[src/design/scld_pkg.sv]
// shared types and constants for the slice cycle loss detector
// no dependencies; imported by the top level and the output buffer
package scld_pkg;

  localparam int unsigned MbW = 16;

  typedef struct packed {
    logic           loss;
    logic           exp_valid;
    logic [MbW-1:0] exp_mb;
  } scld_result_t;

endpackage

[src/design/scld_out_buf.sv]
// two-entry result buffer between the detector core and the output channel
// depends on scld_pkg for the result type
module scld_out_buf (
  input  logic                  clk_i,
  input  logic                  rst_ni,
  input  logic                  push_i,
  input  scld_pkg::scld_result_t push_data_i,
  output logic                  full_o,
  output logic                  out_valid_o,
  input  logic                  out_ready_i,
  output scld_pkg::scld_result_t out_data_o
);
  import scld_pkg::*;

  scld_result_t slot_q [2];
  logic         wr_ptr_q, wr_ptr_d;
  logic         rd_ptr_q, rd_ptr_d;
  logic [1:0]   cnt_q, cnt_d;
  logic         pop;

  assign out_valid_o = (cnt_q != 2'd0);
  assign full_o      = (cnt_q == 2'd2);
  assign out_data_o  = slot_q[rd_ptr_q];
  assign pop         = out_valid_o && out_ready_i;

  always_comb begin
    wr_ptr_d = push_i ? ~wr_ptr_q : wr_ptr_q;
    rd_ptr_d = pop ? ~rd_ptr_q : rd_ptr_q;
    cnt_d    = cnt_q;
    if (push_i && !pop) begin
      cnt_d = cnt_q + 2'd1;
    end else if (pop && !push_i) begin
      cnt_d = cnt_q - 2'd1;
    end
  end

  always_ff @(posedge clk_i or negedge rst_ni) begin
    if (!rst_ni) begin
      wr_ptr_q <= 1'b0;
      rd_ptr_q <= 1'b0;
      cnt_q    <= 2'd0;
    end else begin
      wr_ptr_q <= wr_ptr_d;
      rd_ptr_q <= rd_ptr_d;
      cnt_q    <= cnt_d;
    end
  end

  // payload slots, no reset
  always_ff @(posedge clk_i) begin
    if (push_i) begin
      slot_q[wr_ptr_q] <= push_data_i;
    end
  end

endmodule

[src/design/slice_cycle_loss_detector_top.sv]
// slice cycle loss detector: learns the slice address cycle, then flags lost slices
// depends on scld_pkg and scld_out_buf
//
// usage:
//   input channel: one beat per received slice, carrying slice_first_mb_i,
//   handshake in_valid_i / in_ready_o
//   output channel: exactly one result beat per input beat, in order, carrying
//   loss_detected_o, expected_valid_o, expected_first_mb_o,
//   handshake out_valid_o / out_ready_i
//   result path: each result is registered in the result buffer when its beat is taken
//   throughput: one beat per cycle while the result buffer has room; the next prediction
//   address is computed from the current compare and the table read at it is registered,
//   so the table read port sets the pace
//   stall: a two-entry result buffer lets one more input beat in while a
//   result waits; in_ready_o drops only when both entries are occupied
//   reset: learning restarts at table slot 0, no cycle known; the table
//   contents are left as they are and are only read after being rewritten
//   if the table fills without finding a cycle, all later results are zero
//   until the next reset
module slice_cycle_loss_detector_top #(
  parameter int unsigned TABLE_DEPTH = 32
) (
  input  logic                     clk_i,
  input  logic                     rst_ni,
  input  logic                     in_valid_i,
  output logic                     in_ready_o,
  input  logic [scld_pkg::MbW-1:0] slice_first_mb_i,
  output logic                     out_valid_o,
  input  logic                     out_ready_i,
  output logic                     loss_detected_o,
  output logic                     expected_valid_o,
  output logic [scld_pkg::MbW-1:0] expected_first_mb_o
);
  import scld_pkg::*;

  localparam int unsigned IdxW = $clog2(TABLE_DEPTH);

  // detector state codes
  localparam logic [1:0] StLearn   = 2'd0;
  localparam logic [1:0] StPredict = 2'd1;
  localparam logic [1:0] StDead    = 2'd2;

  logic [1:0]      state_q, state_d;
  logic [IdxW-1:0] idx_q, idx_d;      // learning slot or wrapped prediction index
  logic [IdxW-1:0] len_q, len_d;      // cycle length once known
  logic [MbW-1:0]  first_q, first_d;  // copy of table slot 0, avoids a second read

  // address table, one write and one registered read per cycle
  logic [MbW-1:0]  table_q [TABLE_DEPTH];
  logic [MbW-1:0]  rd_data_q;         // table entry at idx_q
  logic            wr_en;

  logic            accept;
  logic            buf_full;
  logic            match;
  logic            mismatch;
  logic [IdxW:0]   step_sum;
  scld_result_t    res;
  scld_result_t    out_res;

  assign in_ready_o = !buf_full;
  assign accept     = in_valid_i && in_ready_o;

  assign match    = (idx_q != '0) && (slice_first_mb_i == first_q);
  assign mismatch = (rd_data_q != slice_first_mb_i);
  // skip one extra slot after a miss
  assign step_sum = {1'b0, idx_q} + (mismatch ? (IdxW+1)'(2) : (IdxW+1)'(1));

  always_comb begin
    state_d = state_q;
    idx_d   = idx_q;
    len_d   = len_q;
    first_d = first_q;
    wr_en   = 1'b0;
    res     = '0;
    if (accept) begin
      unique case (state_q)
        StLearn: begin
          wr_en = 1'b1;
          if (idx_q == '0) begin
            first_d = slice_first_mb_i;
          end
          if (match) begin
            // cycle found: predict slot 0 right away, which equals this input
            state_d       = StPredict;
            len_d         = idx_q;
            idx_d         = (idx_q == IdxW'(1)) ? '0 : IdxW'(1);
            res.exp_valid = 1'b1;
            res.exp_mb    = slice_first_mb_i;
          end else if (idx_q == IdxW'(TABLE_DEPTH - 1)) begin
            state_d = StDead;
          end else begin
            idx_d = idx_q + IdxW'(1);
          end
        end
        StPredict: begin
          res.exp_valid = 1'b1;
          res.exp_mb    = rd_data_q;
          res.loss      = mismatch;
          idx_d         = (step_sum >= {1'b0, len_q}) ? '0 : step_sum[IdxW-1:0];
        end
        StDead: begin
          res = '0;
        end
        default: begin
          res = '0;
        end
      endcase
    end
  end

  always_ff @(posedge clk_i or negedge rst_ni) begin
    if (!rst_ni) begin
      state_q <= StLearn;
      idx_q   <= '0;
      len_q   <= '0;
    end else begin
      state_q <= state_d;
      idx_q   <= idx_d;
      len_q   <= len_d;
    end
  end

  // slot 0 copy only matters once written
  always_ff @(posedge clk_i) begin
    first_q <= first_d;
  end

  // table access: read address follows the next index so the registered read
  // holds the prediction for the following beat
  always_ff @(posedge clk_i) begin
    if (wr_en) begin
      table_q[idx_q] <= slice_first_mb_i;
    end
    rd_data_q <= table_q[idx_d];
  end

  scld_out_buf u_out_buf (
    .clk_i       (clk_i),
    .rst_ni      (rst_ni),
    .push_i      (accept),
    .push_data_i (res),
    .full_o      (buf_full),
    .out_valid_o (out_valid_o),
    .out_ready_i (out_ready_i),
    .out_data_o  (out_res)
  );

  assign loss_detected_o     = out_res.loss;
  assign expected_valid_o    = out_res.exp_valid;
  assign expected_first_mb_o = out_res.exp_mb;

endmodule
[config.mk]
export PLATFORM = sky130hd
export DESIGN_NAME = slice_cycle_loss_detector_top
export DESIGN_NICKNAME = d
export VERILOG_FILES = /design/src/design/scld_pkg.sv /design/src/design/scld_out_buf.sv /design/src/design/slice_cycle_loss_detector_top.sv
export SDC_FILE = /design/constraint.sdc
export NUM_CORES = 1
export LEC_CHECK = 0
export BUFFER_PORTS_ARGS = -buffer_cell sky130_fd_sc_hd__buf_2
export CAP_MARGIN = 20
export CORE_MARGIN = 2
export CORE_UTILIZATION = 28
export CTS_CLUSTER_DIAMETER = 30
export CTS_CLUSTER_SIZE = 40
export DETAILED_ROUTE_END_ITERATION = 6
export HOLD_SLACK_MARGIN = 0.12
export PLACE_DENSITY_LB_ADDON = 0.15
export SLEW_MARGIN = 20
export SYNTH_ARGS = -nofsm -noshare
export SYNTH_HDL_FRONTEND = slang
export SYNTH_HIERARCHICAL = 1
export SYNTH_SLANG_ARGS = --single-unit
[constraint.sdc]
create_clock -name clk_i -period 9.4 [get_ports clk_i]
set_clock_uncertainty 0.05 [all_clocks]
set_input_delay 0.47 -clock clk_i [delete_from_list [all_inputs] [get_ports clk_i]]
set_output_delay 0.47 -clock clk_i [all_outputs]
set_load 0.005 [all_outputs]
==> impl_metrics.json, run 1 <==
{
  "rr_startpoint": "rd_data_q[12]$_DFF_P_",
  "finalSetupTns_ps": 0,
  "postPlaceCellArea_mm2": 0.0257,
  "fp.dieH_um": 296,
  "grt_pass1_vias": 15900,
  "gp_congestion": 0.803,
  "die_x_um": 296,
  "tightest_slew_ps": 1130,
  "cp-end-kind": "register",
  "status": "complete, no violations",
  "r2r-end": "rd_data_q[5]$_DFF_P_",
  "die-area_mm2": 0.0879,
  "synth_edf_count": 564,
  "slew_headroom_pct": 24.7,
  "reg2reg_slack_ps": 2570,
  "rsz0062_at_grt": "no",
  "port-buffer-count": 39,
  "num-nets-final": 1731,
  "synth_area_leaders": "edfxtp_1, o221ai_1, nand4_1",
  "post_drt_wl_per_cell_um": 28.0,
  "yosys_most_used_dff": "edfxtp_1",
  "core-area_mm2": 0.0850,
  "design_area_mm2": 0.0308,
  "start_util_pct": 28.2,
  "post_cts_buffers": 0,
  "drtAntennaViolNets": 0,
  "max_cap_viol_count": 0,
  "cts_buffers": 147,
  "dp_hpwl_mm": 46.6,
  "track_usage_pct": 19.0,
  "synth.top_cell.area_share_pct": 70.7,
  "finalWirelength_mm": 82.9,
  "period_share_pct": 72.8,
  "slew_violations": 0,
  "power_density_mw_per_mm2": 368,
  "max_clock_freq_mhz": 146,
  "met2_usage_pct": 29.8,
  "syn_area_mm2": 0.0239,
  "overflow": 0,
  "antenna_found_initial": 1,
  "avgSynthCellArea_um2": 15.2,
  "grt_pass1_wl_mm": 119,
  "required_ps": 10000,
  "async_flop_share_pct": 2.68,
  "clk_pin_slew_ps": 40,
  "tritoncts": "done",
  "p_leak_nw": 10.2,
  "yosysMostFrequentCell": "edfxtp_1",
  "power.switching_mw": 3.72,
  "placed_cells": 2690,
  "clk_latency_ps": 710,
  "syn_nets": 1608,
  "ys_seq_area_share_pct": 73.7,
  "fin_crit_ps": 6840,
  "ys_ff_latch": 596,
  "first_pass_iters": 7,
  "drive_gt1_share_pct": 21.4,
  "synthDistinctLibCells": 61,
  "cts_root_buf": "clkbuf_16",
  "pwr-share-seq_pct": 28.3,
  "row_count": 107,
  "worstHoldPathType": "in -> async",
  "p_sw_share_pct": 32.8,
  "startpoint": "slice_first_mb_i[15]",
  "hold_violations": 0,
  "ir_worst_vdd_v": 0.000324,
  "met3_usage_pct": 4.05,
  "syn_to_final_growth_pct": 28.6,
  "utilization_pct": 36.2,
  "critical_path_arrival_ps": 7430,
  "internal_power_mw": 7.61,
  "combPwrFrac_pct": 26.6,
  "clockBufferDepth": 3,
  "rr_worst_depth": 18,
  "start_kind": "input pin",
  "ios": 40,
  "drt_first_iter_violations": 1529,
  "met1_usage_pct": 26.4,
  "synth_cells": 1575,
  "vias": 15700,
  "clkPwrFrac_pct": 45.1,
  "grt_busiest_layer": "met2",
  "layout.cells.non_filler": 2963,
  "avgViaCountPerCell": 5.31,
  "setup_viol": 0,
  "cts.sinks": 596,
  "synth_top_area_cell": "edfxtp_1",
  "synth_common_cells": "edfxtp_1, nand3_1, nand4_1, o21ai_0, o221ai_1",
  "grt_max_degree": 130,
  "synth_warnings": 6,
  "critPathKind": "in -> reg",
  "path_max_fanout": 42,
  "cts_htree_levels": 4,
  "drcViolationCount": 0
}
stage by stage:
stage          power [mW]  worst slack (ps)  hold WS (ps)
6_report             11.3              2560           195
2_1_floorplan        5.02              5150           124
3_3_place_gp         6.27              2120           400
5_1_grt              11.8              2330           189
4_1_cts              11.4              2600           160
3_5_place_dp         6.28              1970           406
routing by layer:
| metal | part of all wire, % | routed length, µm | vias up |
|---|---|---|---|
| li1 | - | - | 6780 |
| met1 | 46 | 37700 | 8271 |
| met2 | 47 | 38800 | 575 |
| met3 | 5.7 | 4760 | 103 |
| met4 | 2.0 | 1620 | 0 |
| met5 | 0 | 0 | - |
flip-flops by register name, indices dropped and copies added, names as in the netlist:
name and count:
u_out_buf/slot_q 36, len_q 5, idx_q 5, rd_data_q 16, table_q 512, u_out_buf/wr_ptr_q 1
u_out_buf/rd_ptr_q 1, first_q 16, u_out_buf/cnt_q 2, state_q 2
critical path, cell delays in order:
cell,delay (ps)
dlygate4sd3_1,520
buf_2,270
xnor2_1,170
nand4_1,190
nor4_1,970
inv_1,200
ha_1,330
a21o_1,190
nand2_1,80
xnor2_1,140
ha_1,280
a21o_1,170
a221o_1,380
a211o_4,550
nand2_1,210
a2bb2oi_4,840
buf_12,330
o221ai_1,170
a22oi_1,600
and4_1,290
how the worst max path moves through the flow:
stage                             to  slack (ps)  cells past startpoint
6_report        rd_data_q[5]$_DFF_P_        2560                     20
5_1_grt        rd_data_q[15]$_DFF_P_        2330                     20
4_1_cts        rd_data_q[13]$_DFF_P_        2600                     20
3_5_place_dp   rd_data_q[13]$_DFF_P_        1970                     19
3_3_place_gp   rd_data_q[13]$_DFF_P_        2120                     19
2_1_floorplan   rd_data_q[2]$_DFF_P_        5150                     19
power by group through the flow:
| stage | Combinational, mW | Clock (mW) | Sequential, mW |
|---|---|---|---|
| after floorplan | 1.89 | 0 | 3.13 |
| after global placement | 3.03 | 0 | 3.25 |
| after detailed placement | 3.04 | 0 | 3.25 |
| after CTS | 3.05 | 5.18 | 3.20 |
| after global routing | 3.23 | 5.34 | 3.21 |
| final | 3.02 | 5.11 | 3.20 |
layout make-up:
type | count | area, µm²
Fill cell | 8025 | 54200
Timing Repair Buffer | 110 | 802
Tap cell | 1144 | 1430
Sequential cell | 596 | 17700
Clock buffer | 183 | 3980
Antenna cell | 3 | 7.51
Clock inverter | 84 | 1070
Inverter | 12 | 45.0
Multi-Input combinational cell | 831 | 5800
cell families after synthesis:
group / share of synthesized area [%]
fa+ha+maj: 0.711
simple gates: 9.23
compound gates: 11.2
buf+inv: 2.68
mux: 0.988
flops: 73.7
xor+xnor: 1.50
repair_timing:
item | in CTS | in global routing
hold endpoints to repair | 18 | 0
hold buffers | 3 | 0
resized for setup | 0 | 0
placed cells by master, fill, tap and decap left out, drive strengths merged, types with 4 or more instances in the layout:
| cell | netlist | routed |
|---|---|---|
| nand2 | 24 | 24 |
| nor4 | 4 | 4 |
| edfxtp | 564 | 564 |
| dfxtp | 16 | 16 |
| and3 | 8 | 8 |
| nand4 | 135 | 135 |
| dfrtp | 16 | 16 |
| and4 | 16 | 16 |
| o221ai | 128 | 128 |
| xnor2 | 25 | 25 |
| o21ai | 134 | 134 |
| nor2 | 44 | 44 |
| a22oi | 64 | 64 |
| nor3 | 6 | 6 |
| a22o | 15 | 15 |
| mux2 | 18 | 18 |
| xor2 | 16 | 16 |
| inv | 12 | 15 |
| clkbuf | 93 | 183 |
| nand3 | 137 | 137 |
| ha | 12 | 12 |
| a21oi | 4 | 4 |
| a21o | 5 | 5 |
| bufinv | 0 | 22 |
| clkinvlp | 0 | 7 |
| buf | 43 | 107 |
| clkinv | 0 | 52 |
No activity file was read; power rests on OpenSTA's default activity.
==> inputs of run 2 (changes only) <==
==> constraint.sdc (replaced) <==
create_clock -name clk_i -period 6.35 [get_ports clk_i]
set_clock_uncertainty 0.05 [all_clocks]
set_input_delay 0.3175 -clock clk_i [delete_from_list [all_inputs] [get_ports clk_i]]
set_output_delay 0.3175 -clock clk_i [all_outputs]
set_load 0.005 [all_outputs]
==> run 2 against run 1 <==
Effect of this change:
- first-iteration DRC count grew 5.0%
- cell count grew 2.9%
- register-to-register slack lost 2000 ps
- clock-buffer cell count shrank 1
- sequential share of layout area shrank 1.3 points
- sequential cell count is the same
- final area grew 2.3%
- core utilization grew 0.84 points
- via count grew 1.3%
- highest routed layer is now met5
==> impl_metrics.json, run 2 (synthesis results as in run 1) <==
{
  "cts_buffers": 148,
  "post_drt_wl_per_cell_um": 27.4,
  "fp.dieH_um": 296,
  "hp-start": "slice_first_mb_i[10]",
  "worstHoldPathType": "in -> reg",
  "critical_path_arrival_ps": 6400,
  "setup_viol": 0,
  "path_max_fanout": 22,
  "drive_gt1_share_pct": 24.0,
  "rr_worst_depth": 21,
  "slowest_stage": "a22oi_1",
  "internal_power_mw": 11.4,
  "holdPathEnd": "table_q[31][10]$_DFFE_PP_",
  "port-buffer-count": 39,
  "clkPwrFrac_pct": 42.2,
  "cts_htree_levels": 4,
  "vias": 15900,
  "die-area_mm2": 0.0879,
  "clk_latency_ps": 720,
  "pwr-share-seq_pct": 27.6,
  "core-area_mm2": 0.0850,
  "power_density_mw_per_mm2": 544,
  "grt_pass1_vias": 16100,
  "finalWirelength_mm": 83.6,
  "critical_path.max_stage_delay_ps": 600,
  "drtAntennaViolNets": 0,
  "seqCellArea_mm2": 0.0177,
  "ios": 40,
  "period_share_pct": 91.6,
  "syn_to_final_growth_pct": 31.6,
  "startpoint": "rd_data_q[13]$_DFF_P_",
  "clk_pin_slew_ps": 50,
  "largest_register_ffs": 512,
  "hold_violations": 0,
  "fin_crit_ps": 5820,
  "cts.sinks": 596,
  "overflow": 0,
  "rr_startpoint": "rd_data_q[13]$_DFF_P_",
  "start_kind": "register",
  "critPathKind": "reg -> reg",
  "reg_top3": "table_q: 512 flops, u_out_buf/slot_q: 36 flops",
  "max_cap_viol_count": 0,
  "grt_max_degree": 129,
  "track_usage_pct": 19.1,
  "tritoncts": "done",
  "tightest_slew_ps": 1020,
  "num-nets-final": 1812,
  "antenna_found_initial": 2,
  "die_x_um": 296,
  "most-common-layout-cells": "edfxtp_1, clkbuf_16, nand3_1, nand4_1, o21ai_0",
  "row_count": 107,
  "slew_headroom_pct": 32.2,
  "required_ps": 6940,
  "layout.cells.non_filler": 3050,
  "r2r-end": "rd_data_q[7]$_DFF_P_",
  "drt_first_iter_violations": 1606,
  "num-fill-cells": 8039,
  "hold_buffers": 5,
  "clockBufferDepth": 3,
  "p_leak_nw": 10.6,
  "reg2reg_slack_ps": 530,
  "post_cts_buffers": 0,
  "dp_hpwl_mm": 49.0,
  "rsz0062_at_grt": "no",
  "ir_worst_vdd_v": 0.000349,
  "cts_root_buf": "clkbuf_16",
  "hold_depth": 2,
  "status": "complete, no violations",
  "first_pass_iters": 5,
  "power.switching_mw": 5.70,
  "grt_pass1_wl_mm": 119,
  "largest-register": "table_q",
  "cts_resized": 0,
  "combPwrFrac_pct": 30.2,
  "placed_cells": 2768,
  "cp-end-kind": "register",
  "avgViaCountPerCell": 5.22,
  "crit_chain": "xnor2_1, nand4_1, nor4_1, buf_4, inv_1, ha_1, a21o_1, nand2_1, xnor2_1, ha_1, a21o_1, a221o_1, a221o_1, a21oi_4, a2bb2oi_4, buf_12, buf_12, buf_4, o221ai_1, a22oi_1, and4_1",
  "slew_violations": 0,
  "drcViolationCount": 0,
  "p_sw_share_pct": 33.3,
  "finalSetupTns_ps": 0,
  "final_common_cell": "edfxtp_1",
  "gp_congestion": 0.808,
  "start_util_pct": 28.2,
  "max_clock_freq_mhz": 172,
  "multi_input_area_mm2": 0.00579
}
[run 2: cell types whose count changed in the layout (fill, tap and decap cells not counted), sizes merged]
cell and delta:
buf +78, bufinv -8, clkbuf -1, clkinv +13
clkinvlp +3, diode -2, dlygate4sd3 +2, inv +2
[run 2: worst max-delay path by stage]
stage                                       to  slack [ps]
after floorplan           rd_data_q[2]$_DFF_P_        2260
after detailed placement  rd_data_q[7]$_DFF_P_         390
after CTS                 rd_data_q[7]$_DFF_P_         440
final                     rd_data_q[7]$_DFF_P_         530
after global routing      rd_data_q[7]$_DFF_P_         180
after global placement    rd_data_q[7]$_DFF_P_         350
[run 2: cell type report]
cell class	count	area share, %
diodes	1	0.00794
well taps	1144	4.54
repair buffers	190	5.38
inverters	12	0.143
clock inverters	94	3.11
clock buffers	182	12.4
multi-input cells	831	18.4
flip-flops and latches	596	56.0
[run 2: metal layers]
layer	vias up	GRT usage, %	part of all wire (%)
met5	-	0	0.014
met2	587	28.6	45
met1	8284	27.4	47
met4	2	6.66	2.3
met3	110	4.11	6.3
li1	6950	-	-
[run 2: power by group through the flow]
stage               combinational (mW)  sequential [mW]  clock (mW)
detailed placement                5.19             4.80           0
global route                      5.55             4.75        7.57
CTS                               5.21             4.74        7.35
floorplan                         2.80             4.63           0
finish                            5.17             4.74        7.24
global placement                  5.17             4.81           0
[run 2: stage by stage]
step	util, %	worst slack (ps)	hold WS [ps]	power, mW	cell area, µm²
after floorplan	-	2260	-28.1	7.43	23900
after CTS	37.1	440	174	17.3	31500
after global placement	31.2	347	245	9.98	26500
after global routing	37.1	176	205	17.9	31500
final	37.1	533	210	17.1	31500
after detailed placement	31.3	393	257	9.99	26600
[run 2: worst max-delay path: cells and delay by family (launching register included)]
kind / cells / cell delay [ps]
buffers and inverters: 5 / 820
AO/OA/AOI/OAI: 8 / 2170
AND/OR/NAND/NOR: 4 / 1060
flip-flops: 1 / 390
XOR/XNOR: 2 / 630
adder cells (fa/ha/maj): 2 / 600
==> inputs of run 3 (changes only) <==
--- a/config.mk
+++ b/config.mk
@@ -17,5 +17,4 @@
 export SLEW_MARGIN = 20
 export SYNTH_ARGS = -nofsm -noshare
 export SYNTH_HDL_FRONTEND = slang
-export SYNTH_HIERARCHICAL = 1
 export SYNTH_SLANG_ARGS = --single-unit
==> run 3 against run 2 <==
Effect of this change:
- clock power up 1%
- sequential power about the same
- first-iteration DRC count is 13% lower
- synthesized cell count is 5.0% higher
- via count decreased by 1.1%
- largest cell class unchanged
- largest power group unchanged
==> impl_metrics.json, run 3 <==
{
  "status": "complete, no violations",
  "post_drt_wl_per_cell_um": 25.8,
  "cts_htree_levels": 4,
  "cp-end-kind": "register",
  "hold_buffers": 4,
  "rr_startpoint": "rd_data_q[10]$_DFF_P_",
  "hold_depth": 2,
  "num-nets-final": 1889,
  "synth_cells": 1654,
  "grt_pass1_vias": 15800,
  "layout.cells.non_filler": 3141,
  "dp_hpwl_mm": 48.8,
  "tightest_slew_ps": 948,
  "start_util_pct": 28.2,
  "overflow": 0,
  "start_kind": "register",
  "critical_path_arrival_ps": 6600,
  "async_flop_share_pct": 2.68,
  "critical_path.max_stage_delay_ps": 690,
  "p_leak_nw": 11.0,
  "cts_root_buf": "clkbuf_16",
  "drcViolationCount": 0,
  "synth_common_cells": "edfxtp_1, nand2_1, o211ai_1, mux2_2, clkbuf_1",
  "synth_area_leaders": "edfxtp_1, mux2_2, o211ai_1",
  "fp.dieH_um": 302,
  "synth_top_area_cell": "edfxtp_1",
  "fin_crit_ps": 6080,
  "path_max_fanout": 25,
  "holdPathEnd": "table_q[25][13]$_DFFE_PP_",
  "clk_pin_slew_ps": 40,
  "synth_edf_count": 564,
  "ir_worst_vdd_v": 0.000264,
  "ys_seq_area_share_pct": 71.0,
  "syn_to_final_growth_pct": 29.8,
  "yosys_most_used_dff": "edfxtp_1",
  "num-fill-cells": 8281,
  "vias": 15800,
  "grt_max_degree": 69,
  "ys_ff_latch": 596,
  "hp-start": "slice_first_mb_i[13]",
  "core-area_mm2": 0.0882,
  "finalWirelength_mm": 81.0,
  "finalSetupTns_ps": 0,
  "hold_violations": 0,
  "first_pass_iters": 5,
  "clk_latency_ps": 700,
  "r2r-end": "rd_data_q[2]$_DFF_P_",
  "power_density_mw_per_mm2": 519,
  "tritoncts": "done",
  "most-common-layout-cells": "edfxtp_1, clkbuf_16, nand2_1",
  "required_ps": 6870,
  "syn_nets": 1687,
  "clockBufferDepth": 3,
  "rr_worst_depth": 20,
  "track_usage_pct": 17.9,
  "drtAntennaViolNets": 0,
  "crit_family": "simple AND/OR/NAND/NOR gates",
  "max_clock_freq_mhz": 164,
  "max_cap_viol_count": 0,
  "worstHoldPathType": "in -> reg",
  "slew_headroom_pct": 36.8,
  "setup_viol": 0,
  "period_share_pct": 95.8,
  "critPathKind": "reg -> reg",
  "row_count": 109,
  "cts.sinks": 596,
  "die-area_mm2": 0.0912,
  "post_cts_buffers": 0,
  "drt_first_iter_violations": 1398,
  "crit_buf_inv": 5,
  "die_x_um": 302,
  "rsz0062_at_grt": "no",
  "port-buffer-count": 39,
  "slowest_stage": "or4b_2",
  "cts_resized": 0,
  "cts_buffers": 145,
  "reg2reg_slack_ps": 270,
  "slew_violations": 0,
  "gp_congestion": 0.796,
  "crit_chain": "xnor2_1, nand4_1, nor4_1, buf_4, inv_1, fa_1, xor2_1, ha_1, a211o_1, a31oi_1, o211ai_1, or4b_2, o211a_2, inv_6, buf_12, buf_12, mux2_2, o211ai_1, nand4_1, mux2_2",
  "avgSynthCellArea_um2": 15.0,
  "final_common_cell": "edfxtp_1",
  "placed_cells": 2870,
  "largest-register": "table_q",
  "drive_gt1_share_pct": 26.2,
  "antenna_found_initial": 1,
  "synth_warnings": 0,
  "whs_ps": 232,
  "grt_pass1_wl_mm": 117,
  "reg_top3": "table_q: 512 flops, u_out_buf.slot_q: 36 flops",
  "ios": 40,
  "avgViaCountPerCell": 5.02,
  "synth.top_cell.area_share_pct": 68.1,
  "largest_register_ffs": 512,
  "synthDistinctLibCells": 53,
  "syn_area_mm2": 0.0249,
  "yosysMostFrequentCell": "edfxtp_1"
}
run 3: how the worst max path moves through the flow:
| stage | endpoint | startpoint | cells past startpoint |
|---|---|---|---|
| final | rd_data_q[2]$_DFF_P_ | rd_data_q[10]$_DFF_P_ | 20 |
| after CTS | rd_data_q[2]$_DFF_P_ | rd_data_q[10]$_DFF_P_ | 20 |
| after global placement | rd_data_q[2]$_DFF_P_ | slice_first_mb_i[10] | 21 |
| after detailed placement | rd_data_q[2]$_DFF_P_ | slice_first_mb_i[10] | 21 |
| after global routing | rd_data_q[2]$_DFF_P_ | rd_data_q[10]$_DFF_P_ | 20 |
| after floorplan | rd_data_q[0]$_DFF_P_ | slice_first_mb_i[3] | 19 |
run 3: kinds of logic after synthesis:
| group | Yosys count | share of synthesized area, % |
|---|---|---|
| XOR/XNOR | 41 | 1.44 |
| AND/OR/NAND/NOR | 331 | 6.82 |
| multiplexers | 100 | 4.53 |
| adder cells (fa/ha/maj) | 13 | 0.685 |
| flip-flops | 596 | 71.0 |
| AO/OA/AOI/OAI | 364 | 12.0 |
| buffers and inverters | 209 | 3.52 |
run 3: where the power goes:
part	internal (mW)	switching, mW	total [mW]
clock network	5.12	2.21	7.33
logic	1.84	2.84	4.67
registers	4.51	0.245	4.75
run 3: area by class of cell:
cell class                 instances  area, µm²  share of cell area (%)
timing repair buffer             185       1550                    4.81
sequential                       596      17700                    54.7
multi-input combinational        849       6380                    19.8
clock inverter                    91       1010                    3.13
inverter                          79        307                   0.950
antenna                            3       7.51                  0.0233
clock buffer                     173       3890                    12.1
tap                             1165       1460                    4.52
run 3: per-stage QoR:
stage | total power [mW] | cell area [µm²] | utilization (%) | setup slack (ps)
2_1_floorplan | 7.47 | 24900 | - | 1860
3_5_place_dp | 9.55 | 27300 | 31.0 | 335
4_1_cts | 16.9 | 32300 | 36.6 | 331
6_report | 16.8 | 32300 | 36.6 | 266
3_3_place_gp | 9.52 | 27300 | 30.9 | 275
5_1_grt | 17.5 | 32300 | 36.6 | 27.9
run 3: routing by layer:
metal / global-route usage, % / part of all wire (%) / up-vias / wire, µm
li1: - / - / 7043 / -
met1: 26.0 / 48 / 8125 / 39000
met2: 27.1 / 45 / 488 / 36200
met3: 3.52 / 5.2 / 105 / 4220
met4: 5.32 / 1.9 / 0 / 1510
met5: 0 / 0 / - / 0
